$ cat src/rtl/knn_pkg.sv
// ----------------------------------------------------------------------------
// knn_pkg
// Shared types and constants for the 3-D nearest neighbor distance sorter.
// ----------------------------------------------------------------------------
package knn_pkg;

  localparam int unsigned CoordW = 16;
  localparam int unsigned DiffW  = CoordW + 1;
  localparam int unsigned SqW    = 32;
  localparam int unsigned DistW  = 34;
  localparam int unsigned IdxW   = 6;

  localparam logic KindQuery = 1'b0;
  localparam logic KindPoint = 1'b1;

  // One request: a query point or a point of the set.
  typedef struct packed {
    logic                     kind;
    logic signed [CoordW-1:0] coord_x;
    logic signed [CoordW-1:0] coord_y;
    logic signed [CoordW-1:0] coord_z;
    logic                     set_end;
  } req_t;

  // One result of a run.
  typedef struct packed {
    logic [IdxW-1:0]  point_index;
    logic [DistW-1:0] distance_sq;
    logic             run_end;
    logic             overflowed;
  } rsp_t;

  typedef struct packed {
    logic signed [CoordW-1:0] x;
    logic signed [CoordW-1:0] y;
    logic signed [CoordW-1:0] z;
  } point_t;

  // One entry of the sorted memory.
  typedef struct packed {
    logic [DistW-1:0] distance;
    logic [IdxW-1:0]  idx;
  } entry_t;

  typedef enum logic [2:0] {
    StIdle,
    StDist,
    StCmp,
    StPlace,
    StEmit
  } state_e;

endpackage

$ cat src/rtl/knn_mem.sv
// ----------------------------------------------------------------------------
// knn_mem
// Sorted entry store: one write port, one read port, registered read data.
// ----------------------------------------------------------------------------
module knn_mem
  import knn_pkg::*;
#(
  parameter int unsigned Depth = 16,
  parameter int unsigned AddrW = 4
) (
  input  logic             clk_i,
  input  logic             we_i,
  input  logic [AddrW-1:0] waddr_i,
  input  entry_t           wdata_i,
  input  logic             re_i,
  input  logic [AddrW-1:0] raddr_i,
  output entry_t           rdata_o
);

  entry_t mem [Depth];
  entry_t rdata_q;

  always_ff @(posedge clk_i) begin
    if (we_i) begin
      mem[waddr_i] <= wdata_i;
    end
    if (re_i) begin
      rdata_q <= mem[raddr_i];
    end
  end

  assign rdata_o = rdata_q;

endmodule

$ cat src/rtl/knn_dist.sv
// ----------------------------------------------------------------------------
// knn_dist
// Squared distance unit: one axis squared per cycle, accumulated over three.
// ----------------------------------------------------------------------------
module knn_dist
  import knn_pkg::*;
(
  input  logic             clk_i,
  input  logic             rst_ni,
  input  logic             start_i,
  input  point_t           point_i,
  input  point_t           query_i,
  output logic             done_o,
  output logic [DistW-1:0] dist_o
);

  localparam logic [1:0] StepX    = 2'd0;
  localparam logic [1:0] StepY    = 2'd1;
  localparam logic [1:0] StepZ    = 2'd2;
  localparam logic [1:0] StepLast = 2'd3;

  logic                     run_q, run_d;
  logic [1:0]               step_q, step_d;
  logic                     done_q, done_d;
  point_t                   pt_q, qry_q;
  logic [SqW-1:0]           sq_q;
  logic [DistW-1:0]         acc_q;
  logic signed [CoordW-1:0] a, b;
  logic signed [DiffW-1:0]  diff;
  logic signed [2*DiffW-1:0] prod;

  always_comb begin
    case (step_q)
      StepX: begin
        a = pt_q.x;
        b = qry_q.x;
      end
      StepY: begin
        a = pt_q.y;
        b = qry_q.y;
      end
      StepZ: begin
        a = pt_q.z;
        b = qry_q.z;
      end
      default: begin
        a = pt_q.z;
        b = qry_q.z;
      end
    endcase
    diff = DiffW'(a) - DiffW'(b);
    prod = diff * diff;
  end

  always_comb begin
    run_d  = run_q;
    step_d = step_q;
    done_d = 1'b0;
    if (start_i) begin
      run_d  = 1'b1;
      step_d = StepX;
    end else if (run_q) begin
      step_d = step_q + 2'd1;
      if (step_q == StepLast) begin
        run_d  = 1'b0;
        done_d = 1'b1;
      end
    end
  end

  always_ff @(posedge clk_i or negedge rst_ni) begin
    if (!rst_ni) begin
      run_q  <= 1'b0;
      step_q <= StepX;
      done_q <= 1'b0;
    end else begin
      run_q  <= run_d;
      step_q <= step_d;
      done_q <= done_d;
    end
  end

  always_ff @(posedge clk_i) begin
    if (start_i) begin
      pt_q  <= point_i;
      qry_q <= query_i;
    end
    if (run_q) begin
      sq_q <= prod[SqW-1:0];
      if (step_q == StepX) begin
        acc_q <= '0;
      end else begin
        acc_q <= acc_q + DistW'(sq_q);
      end
    end
  end

  assign done_o = done_q;
  assign dist_o = acc_q;

endmodule

$ cat src/rtl/knn_distance_sorter_top.sv
// ----------------------------------------------------------------------------
// knn_distance_sorter_top
// 3-D nearest neighbor sorter: keeps points ordered by squared distance.
// ----------------------------------------------------------------------------
// A request is taken at a rising edge where start is high and busy is low.
// A request of kind query only replaces the stored query point and leaves
// busy low, so another request may follow in the next cycle. A request of
// kind point gets the next arrival index, and its squared distance to the
// query is formed by a shared 17x17 multiplier, one axis per cycle. The
// point is then inserted into a sorted memory by walking it from the top
// down: each stored entry that is strictly farther is read and written one
// place up, one entry per cycle through the single read port and the single
// write port. Points that arrive while the memory is full are dropped and
// flagged. On a point with set_end the stored points are read out nearest
// first, one result per cycle, each shown for one cycle with strobe_o high;
// the first one follows the final insert write through StEmit and the
// registered read port. The receiver cannot stall, so results are never
// held back. busy stays high until the last read of the run has been
// issued. Reset clears the query point, the point count and the overflow
// flag; the memory contents need no clearing.
// ----------------------------------------------------------------------------
module knn_distance_sorter_top
  import knn_pkg::*;
#(
  parameter int unsigned MAX_POINTS = 16
) (
  input  logic clk_i,
  input  logic rst_ni,
  input  logic start,
  output logic busy,
  input  req_t req_i,
  output logic strobe_o,
  output rsp_t result_o
);

  localparam int unsigned AW = (MAX_POINTS > 1) ? $clog2(MAX_POINTS) : 1;
  localparam int unsigned CW = $clog2(MAX_POINTS + 1);

  state_e          state_q, state_d;
  logic [CW-1:0]   count_q, count_d;
  logic            ovf_q, ovf_d;
  logic            last_q, last_d;
  logic [AW-1:0]   pos_q, pos_d;
  logic [AW-1:0]   k_q, k_d;
  point_t          query_q;
  point_t          point_in;

  logic            strobe_q, strobe_d;
  logic            run_end_q, run_end_d;
  logic            ovf_out_q, ovf_out_d;

  logic            accept;
  logic            dist_start;
  logic            dist_done;
  logic [DistW-1:0] pt_dist;

  logic            mem_we;
  logic [AW-1:0]   mem_waddr;
  entry_t          mem_wdata;
  logic            mem_re;
  logic [AW-1:0]   mem_raddr;
  entry_t          mem_rdata;
  entry_t          new_entry;

  assign accept   = start && !busy;
  assign busy     = (state_q != StIdle);
  assign point_in = '{x: req_i.coord_x, y: req_i.coord_y, z: req_i.coord_z};

  // The arrival index of the point being inserted equals the count so far.
  assign new_entry = '{distance: pt_dist, idx: IdxW'(count_q)};

  knn_dist u_dist (
    .clk_i   (clk_i),
    .rst_ni  (rst_ni),
    .start_i (dist_start),
    .point_i (point_in),
    .query_i (query_q),
    .done_o  (dist_done),
    .dist_o  (pt_dist)
  );

  knn_mem #(
    .Depth (MAX_POINTS),
    .AddrW (AW)
  ) u_mem (
    .clk_i   (clk_i),
    .we_i    (mem_we),
    .waddr_i (mem_waddr),
    .wdata_i (mem_wdata),
    .re_i    (mem_re),
    .raddr_i (mem_raddr),
    .rdata_o (mem_rdata)
  );

  always_comb begin
    state_d    = state_q;
    count_d    = count_q;
    ovf_d      = ovf_q;
    last_d     = last_q;
    pos_d      = pos_q;
    k_d        = k_q;
    dist_start = 1'b0;
    mem_we     = 1'b0;
    mem_waddr  = pos_q;
    mem_wdata  = new_entry;
    mem_re     = 1'b0;
    mem_raddr  = pos_q - AW'(1);
    strobe_d   = 1'b0;
    run_end_d  = 1'b0;
    ovf_out_d  = ovf_q;

    case (state_q)
      StIdle: begin
        if (accept && (req_i.kind == KindPoint)) begin
          last_d = req_i.set_end;
          if (count_q < CW'(MAX_POINTS)) begin
            dist_start = 1'b1;
            state_d    = StDist;
          end else begin
            // Memory is full: the point is dropped, but set_end still counts.
            ovf_d = 1'b1;
            if (req_i.set_end) begin
              k_d     = '0;
              state_d = StEmit;
            end
          end
        end
      end

      StDist: begin
        if (dist_done) begin
          pos_d = AW'(count_q);
          if (count_q == '0) begin
            state_d = StPlace;
          end else begin
            mem_re    = 1'b1;
            mem_raddr = AW'(count_q - CW'(1));
            state_d   = StCmp;
          end
        end
      end

      StCmp: begin
        // The entry just below pos_q is on the read port. Entries that are
        // strictly farther move up one place; a tie keeps the older point first.
        if (mem_rdata.distance > pt_dist) begin
          mem_we    = 1'b1;
          mem_waddr = pos_q;
          mem_wdata = mem_rdata;
          pos_d     = pos_q - AW'(1);
          if (pos_q == AW'(1)) begin
            state_d = StPlace;
          end else begin
            mem_re    = 1'b1;
            mem_raddr = pos_q - AW'(2);
          end
        end else begin
          mem_we  = 1'b1;
          count_d = count_q + CW'(1);
          k_d     = '0;
          state_d = last_q ? StEmit : StIdle;
        end
      end

      StPlace: begin
        mem_we  = 1'b1;
        count_d = count_q + CW'(1);
        k_d     = '0;
        state_d = last_q ? StEmit : StIdle;
      end

      StEmit: begin
        // One read per cycle; the result shows on the ports in the next cycle.
        mem_re    = 1'b1;
        mem_raddr = k_q;
        strobe_d  = 1'b1;
        if (CW'(k_q) == count_q - CW'(1)) begin
          run_end_d = 1'b1;
          count_d   = '0;
          ovf_d     = 1'b0;
          state_d   = StIdle;
        end else begin
          k_d = k_q + AW'(1);
        end
      end

      default: begin
        state_d = StIdle;
      end
    endcase
  end

  always_ff @(posedge clk_i or negedge rst_ni) begin
    if (!rst_ni) begin
      state_q   <= StIdle;
      count_q   <= '0;
      ovf_q     <= 1'b0;
      last_q    <= 1'b0;
      pos_q     <= '0;
      k_q       <= '0;
      query_q   <= '0;
      strobe_q  <= 1'b0;
      run_end_q <= 1'b0;
      ovf_out_q <= 1'b0;
    end else begin
      state_q   <= state_d;
      count_q   <= count_d;
      ovf_q     <= ovf_d;
      last_q    <= last_d;
      pos_q     <= pos_d;
      k_q       <= k_d;
      strobe_q  <= strobe_d;
      run_end_q <= run_end_d;
      ovf_out_q <= ovf_out_d;
      if (accept && (req_i.kind == KindQuery)) begin
        query_q <= point_in;
      end
    end
  end

  assign strobe_o = strobe_q;
  assign result_o = '{point_index: mem_rdata.idx,
                      distance_sq: mem_rdata.distance,
                      run_end:     run_end_q,
                      overflowed:  ovf_out_q};

endmodule
$ cat config.mk
export PLATFORM = sky130hd
export DESIGN_NAME = knn_distance_sorter_top
export DESIGN_NICKNAME = d
export VERILOG_FILES = /design/src/rtl/knn_pkg.sv /design/src/rtl/knn_mem.sv /design/src/rtl/knn_dist.sv /design/src/rtl/knn_distance_sorter_top.sv
export SDC_FILE = /design/constraint.sdc
export NUM_CORES = 2
export LEC_CHECK = 0
export BUFFER_PORTS_ARGS = -buffer_cell sky130_fd_sc_hd__buf_4
export CAP_MARGIN = 15
export CORE_UTILIZATION = 57
export CTS_BUF_LIST = sky130_fd_sc_hd__clkbuf_2
export DETAILED_ROUTE_END_ITERATION = 6
export GPL_TIMING_DRIVEN = 0
export PLACE_DENSITY = 0.73
export SLEW_MARGIN = 20
export SYNTH_ARGS = -nofsm -noshare
export SYNTH_HDL_FRONTEND = slang
export SYNTH_SLANG_ARGS = --single-unit
$ cat constraint.sdc
create_clock -name clk_i -period 12.9 [get_ports clk_i]
set_clock_uncertainty 0.15 [all_clocks]
set_input_delay 2.58 -clock clk_i [delete_from_list [all_inputs] [get_ports clk_i]]
set_output_delay 2.58 -clock clk_i [all_outputs]
set_load 0.05 [all_outputs]
=== Word-level counts from Yosys, hierarchy flattened ===
Memories as Yosys holds them, arrays and structs flattened. A register that Yosys moved wholly into a read port is not among the register bits.
Index checks and enable logic that the tools add are counted.

* Add/subtract/negate cells: 8
* Multiply operators: 1
* Divide/modulo/power cells: 0
* $lt $le $gt $ge: 2
* Equal/unequal tests: 18
* Shifts and indexed selects: 0
* Mux-type cells: 57
* Bitwise operators: 1
* Reductions and logical operators: 20

{| class="wikitable"
|+ Operator list
! kind !! number
|-
| $mux 40 || 2
|-
| $pmux 16 s2 || 2
|-
| $mux 4 || 11
|-
| $add 34x32->34 || 1
|-
| $gt 34x34->1 || 1
|-
| $mul 17x17->32 || 1
|-
| $mux 3 || 8
|-
| $mux 1 || 23
|-
| $sub 16x16->17 || 1
|-
| $pmux 4 s4 || 1
|-
| $pmux 3 s5 || 1
|-
| $pmux 5 s3 || 1
|-
| $ne 2x2->1 const B || 7
|-
| $pmux 4 s3 || 1
|-
| $mux 5 || 2
|-
| $pmux 4 s2 || 1
|-
| $eq 3x2->1 const B || 2
|-
| $ne 3x3->1 const B || 2
|-
| $reduce_and 3->1 || 2
|-
| $reduce_and 6->1 || 1
|-
| $reduce_bool 2->1 || 3
|-
| $reduce_bool 3->1 || 2
|-
| $add 5x1->5 const B || 1
|-
| $eq 4x5->1 || 1
|-
| 26 further kinds || 29
|}

* Register bits: 235
* Latch bits: 0
* Bits in writable memories: 640
* Bits in read-only memories: 0
* Input bits: 53
* Output and inout bits: 44
* Word-level logic and storage cells: 131
* Memories kept: 1

{| class="wikitable"
|+ Memory list
! name !! words !! width !! rd ports !! clocked after Yosys merged registers in !! write ports !! line !! RTL
|-
| u_mem.mem || 16 || 40 || 1 || 1 || 1 || knn_mem.sv:20 || <nowiki>entry_t mem [Depth];</nowiki>
|}

=== Logic depth before layout (Yosys ltp) ===
* Word-level depth: 7
* Depth in mapped cells: 43
* Depth with buffers taken out: 41

=== Modules after synthesis ===
Synthesis repeated with hierarchy kept, for this count alone.

* Cell total of the unflattened synthesis: 3138
* Area total of the unflattened synthesis: 47269.1 um^2

{| class="wikitable"
|+ Modules (own cells, without submodules)
! module !! times used !! cells each !! area each (um^2) !! seq. area each (um^2)
|-
| knn_mem || 1 || 1040 || 25532.0 || 20419.6
|-
| knn_dist || 1 || 1610 || 17115.2 || 4934.7
|-
| knn_distance_sorter_top || 1 || 488 || 4621.9 || 1726.7
|}

=== Worst setup path after synthesis ===
OpenSTA, ideal clock, no wires.

* Path type: reg2reg
* Start: register u_dist.step_q[0]
* End: register u_dist.sq_q[30], data pin
* Setup time: 0.258 ns
* Arrival time: 8.832 ns
* Data required time: 12.492 ns
* Path slack: 3.661 ns
* Cell stages (with the launch flop): 40
* Path buffers: 3
* Clock period less this slack: 9.239 ns
* Path through: dfrtp_1 ha_1 clkbuf_1 clkbuf_1 a22o_1 a21oi_1 ha_1 inv_1 fa_1 a21oi_1 o211ai_1 a31oi_1 nor2b_1 o21a_1 o41ai_2 o21ai_1 and2_1 o21ai_2 [... 4 more ...] fa_1 inv_1 fa_1 inv_1 fa_1 fa_1 inv_1 fa_1 inv_1 ha_1 or2_2 a21oi_1 a31oi_1 a31o_2 o41ai_2 o21ai_0 a21oi_1 xnor2_1

* Cells in the longest elaborated chain, start to end: 4
* Elaborated cells on any way between the ends: 6
* Those cells by class: add/sub (1); mul (1); eq/ne (1); mux (2); reduce/logical (1)

{| class="wikitable"
|+ Ends and longest elaborated chain
! what !! line !! RTL
|-
| from (decl) || knn_dist.sv:23 || <nowiki>logic [1:0] step_q, step_d;</nowiki>
|-
| from (signal assigned) || knn_dist.sv:74 || <nowiki>step_q <= StepX;</nowiki>
|-
| from (signal assigned) || knn_dist.sv:78 || <nowiki>step_q <= step_d;</nowiki>
|-
| $eq 2x1->1 / $logic_not 2->1 (equally long branches) || knn_dist.sv:33 || <nowiki>case (step_q)</nowiki>
|-
| $pmux 16 s2 || knn_dist.sv:33 ||
|-
| $sub 16x16->17 * || knn_dist.sv:51 || <nowiki>diff = DiffW'(a) - DiffW'(b);</nowiki>
|-
| $mul 17x17->32 * || knn_dist.sv:52 || <nowiki>prod = diff * diff;</nowiki>
|-
| net u_dist.prod[30] || knn_dist.sv:30 || <nowiki>logic signed [2*DiffW-1:0] prod;</nowiki>
|-
| to (signal assigned) || knn_dist.sv:89 || <nowiki>sq_q <= prod[SqW-1:0];</nowiki>
|-
| to (decl) || knn_dist.sv:26 || <nowiki>logic [SqW-1:0] sq_q;</nowiki>
|}

The timed path passes the listed nets; every way through them passes the cells marked *.
A chain may end at the register's enable or synchronous reset.

=== Final worst setup path ===
* Start: register u_dist.step_q[1]
* End: register u_dist.sq_q[30], data pin

Same word-level chain as after synthesis.

==> summary by stage <==
Synth
Sequential elements use between 50 and 60% of the synthesized area. sky130_fd_sc_hd__edfxtp_1 is the most common cell in the netlist. After synthesis, the share of flip-flops with an asynchronous set or reset is between 7 and 8%. Synthesis produced a netlist with a net count of between 4000 and 5000. The synthesized netlist contains 87 unique library cells. The synthesized design contains around 840 enable-type register cells.

The gate count of the mapped netlist is ~3900. During synthesis, Yosys emitted a total of 0 warnings. After synthesis the cells add up to approximately 49000 um2. In this run the mean area of a mapped cell was ~13 um2. The share of the synthesized area in the top cell type is about half. Counting instances in the post-synthesis netlist gives the leading cell types as 841 x sky130_fd_sc_hd__edfxtp_1, 452 x sky130_fd_sc_hd__inv_1, 259 x sky130_fd_sc_hd__fa_1, 259 x sky130_fd_sc_hd__nand2_1, 246 x sky130_fd_sc_hd__o21ai_0. The synthesized design spends more area on one cell type than any other, namely sky130_fd_sc_hd__edfxtp_1.

The main flop type after synthesis is sky130_fd_sc_hd__edfxtp_1. The number of synthesized register bits is between 900 and 1000. After synthesis, the cell types taking the most area are sky130_fd_sc_hd__edfxtp_1 51%, sky130_fd_sc_hd__fa_1 11%, sky130_fd_sc_hd__ha_1 4.4%, sky130_fd_sc_hd__dfrtp_1 3.7%, sky130_fd_sc_hd__inv_1 3.5%.

STA
The number of hold-slack violations in the final timing report is 0. Setup violations remaining at the end of the flow were counted as 0. The setup total negative slack is 0 ns. The measured slew at the worst slew-check pin is around 1.2 ns. The fmax is 86.1 MHz. The worst path in the final design needs a cycle of between 10 and 15 ns, including I/O delays and setup. Setup repair after global routing left no endpoint under its margin. The count of pins over their slew limit was 0. The share of the clock period used by the worst path is around 90%. Headroom to the max-slew limit came out at 18.1%.

Worst setup path
The beginning of the worst register-to-register path is u_dist.step_q[1]$_DFFE_PN0P_. Data on the critical path arrives at its endpoint at 12.69 ns. The endpoint type of the worst setup path is a register. In this design, the critical path's most frequently occurring cell is sky130_fd_sc_hd__fa_1. The cell with the largest stage delay on the worst path is sky130_fd_sc_hd__xnor2_1. The longest individual stage delay on the worst path is around 0.99 ns.

Along the worst path, the maximum fanout reaches 10. The source of the critical timing path is u_dist.step_q[1]$_DFFE_PN0P_. The critical path start-end classification is reg2reg.

The kind of launch point of the worst setup path is a register. The required time of the critical path is around 14 ns.

Drt
The overall routed net length is 136 mm. The detailed-route via count is ~34000. The residual DRC count is 0.

The detail route stage leaves a number of antenna-violating nets equal to 0. The DRC marker count from the first detailed-route iteration is 3559. The number of vias per cell after detailed routing is slightly above 6. The average wire length per cell after detail routing is between 20 and 25 um. For this run, the detailed router's first-pass iteration total came to 6.

Clocking
The number of H-tree branching levels is 4. The longest clock path from root to sink contains 3 buffers. The number of clock sinks is 914.

TritonCTS built the clock tree. The number of buffers inserted by hold repair at cts is 0. The clock root buffer master is sky130_fd_sc_hd__clkbuf_2. The clock latency reported for the late side of the worst-skew pair is between 1.5 and 2 ns. TritonCTS created about 220 clock buffers.

The number of resized instances in the post-cts repair step is 0. The clock transition at the registers of the reported paths is 0.11 ns. The number of buffers inserted to repair setup after CTS is 0.

Layout
Compared with the post-synthesis result, the final layout area differs by 10.0%. The layout has roughly 6600 filler cells. The fraction of final layout cells sized beyond drive strength 1 is 17.5%. The number of nets at the end of the flow is roughly 4700.

Floorplanning
The starting density of the core is a little under three fifths. The die width is 295 um. The floorplan die area is ~87000 um2. In this run the core area contains 107 standard-cell rows. The core region is 85300 um2. The vertical die dimension is just under 300 um.

The number of top-level pins is 97.

Global routing
Summed over all layers, the global routing overflow is 0. The number of global-route vias before repair was roughly 35000. The initial antenna violation count is 8. The global-route wire length before repair is 205 mm. The global-route total usage across every layer is a little under a third.

Entering global routing, the biggest net connects 74 pins.

Run
The total of max-cap violations is 0.

Min path
The startpoint of the worst hold path is ovf_out_d$_DFFE_PN0P_. In this run the worst hold path is classified as reg2reg.

Placed design
Once detailed placement completed, the half-perimeter wirelength came to approximately 97 mm. The final weighted congestion of routability-driven global placement is approximately 0.96. Input and output buffers added on the ports amount to 96.

Status
The flow ran to the end, and the final reports show no timing, DRC or antenna violations.
==> placed cells by master, fill, tap and decap left out, types with 65 or more instances in the layout <==
master | netlist | layout
sky130_fd_sc_hd__edfxtp_1 | 841 | 841
sky130_fd_sc_hd__mux2_2 | 108 | 108
sky130_fd_sc_hd__buf_2 | 65 | 65
sky130_fd_sc_hd__nand2_1 | 259 | 259
sky130_fd_sc_hd__o211ai_1 | 167 | 167
sky130_fd_sc_hd__a22oi_1 | 99 | 99
sky130_fd_sc_hd__fa_1 | 259 | 259
sky130_fd_sc_hd__clkbuf_1 | 121 | 120
sky130_fd_sc_hd__clkbuf_2 | 3 | 327
sky130_fd_sc_hd__a41oi_1 | 114 | 114
sky130_fd_sc_hd__buf_4 | 17 | 155
sky130_fd_sc_hd__a21oi_1 | 214 | 214
sky130_fd_sc_hd__inv_1 | 452 | 452
sky130_fd_sc_hd__ha_1 | 172 | 172
sky130_fd_sc_hd__dfrtp_1 | 73 | 72
sky130_fd_sc_hd__nor2_1 | 178 | 175
sky130_fd_sc_hd__o21ai_0 | 246 | 245
==> worst max-delay path, delay by kind of cell (launching register included) <==
kind,cells,cell delay (ns)
adders and majority gates,10,3.92
AOI/OAI and AO/OA,15,3.54
buffers and inverters,8,1.57
xor gates and xnor gates,2,1.19
and+or+nand+nor,4,0.51
DFF,1,0.42
==> kinds of logic after synthesis <==
logic type | after synthesis | share of synthesized area, %
AOI/OAI and AO/OA | 1024 | 14.1
DFF | 914 | 55.2
buffers and inverters | 680 | 5.61
and+or+nand+nor | 603 | 5.48
adders and majority gates | 431 | 14.9
muxes | 133 | 3.04
xor gates and xnor gates | 94 | 1.68
==> per-layer routing <==
metal  wire (um)  GRT usage [%]  share of wire [%]
met3       12200           6.42                9.0
met4        7680           17.4                5.6
met5          48              0              0.035
met1       50700           39.5                 37
met2       65300           52.4                 48
==> per-stage QoR <==
stage	setup WS (ns)	hold WS [ns]	cells	util, %	area [um2]
CTS	1.41	0.249	5565	63.3	54000
global placement	1.45	0.229	5119	60.1	51200
detailed placement	1.52	0.217	5180	61.0	52000
floorplan	3.66	0.204	3879	-	49100
finish	1.29	0.249	5570	63.3	54000
global route	0.729	0.256	5568	63.3	54000
==> sequential cells by signal, summed over array words and instances, names as in the netlist <==
| signal | count |
|---|---|
| last_q | 1 |
| u_dist.pt_q | 48 |
| k_q | 4 |
| u_dist.qry_q | 48 |
| ovf_out_q | 1 |
| u_dist.step_q | 2 |
| run_end_q | 1 |
| u_dist.done_o | 1 |
| pos_q | 4 |
| query_q | 48 |
| u_dist.run_q | 1 |
| u_mem.mem | 640 |
| u_mem.rdata_o | 40 |
| strobe_o | 1 |
| state_q | 3 |
| count_q | 5 |
| u_dist.dist_o | 34 |
| u_dist.sq_q | 31 |
| ovf_out_d | 1 |
==> worst paths after layout <==
check | to | slack [ns] | depth (start not counted)
worst max register to register | u_dist.sq_q[30]$_DFFE_PP_ | 1.29 | 39
worst min register to register | ovf_out_q$_DFF_PN0_ | 0.25 | 0
worst min-delay path | ovf_out_q$_DFF_PN0_ | 0.25 | 0
worst max-delay path | u_dist.sq_q[30]$_DFFE_PP_ | 1.29 | 39
min in group asynchronous | query_q[30]$_DFFE_PN0P_ | 0.83 | 1
max in group asynchronous | pos_q[2]$_DFFE_PN0P_ | 11.15 | 2
==> layout make-up <==
class | count | area [um2] | share of cell area (%)
Tap cell | 1144 | 1430 | 2.65
Clock buffer | 323 | 1620 | 2.99
Timing Repair Buffer | 158 | 1400 | 2.60
Multi-Input combinational cell | 2285 | 19400 | 35.9
Antenna cell | 4 | 10.0 | 0.0185
Inverter | 456 | 1710 | 3.17
Clock inverter | 62 | 340 | 0.630
Buffer | 224 | 1040 | 1.93
Sequential cell | 914 | 27100 | 50.1
Power is not shown: default switching activity piles up to over one toggle a cycle in this logic, so the estimate is an artifact.
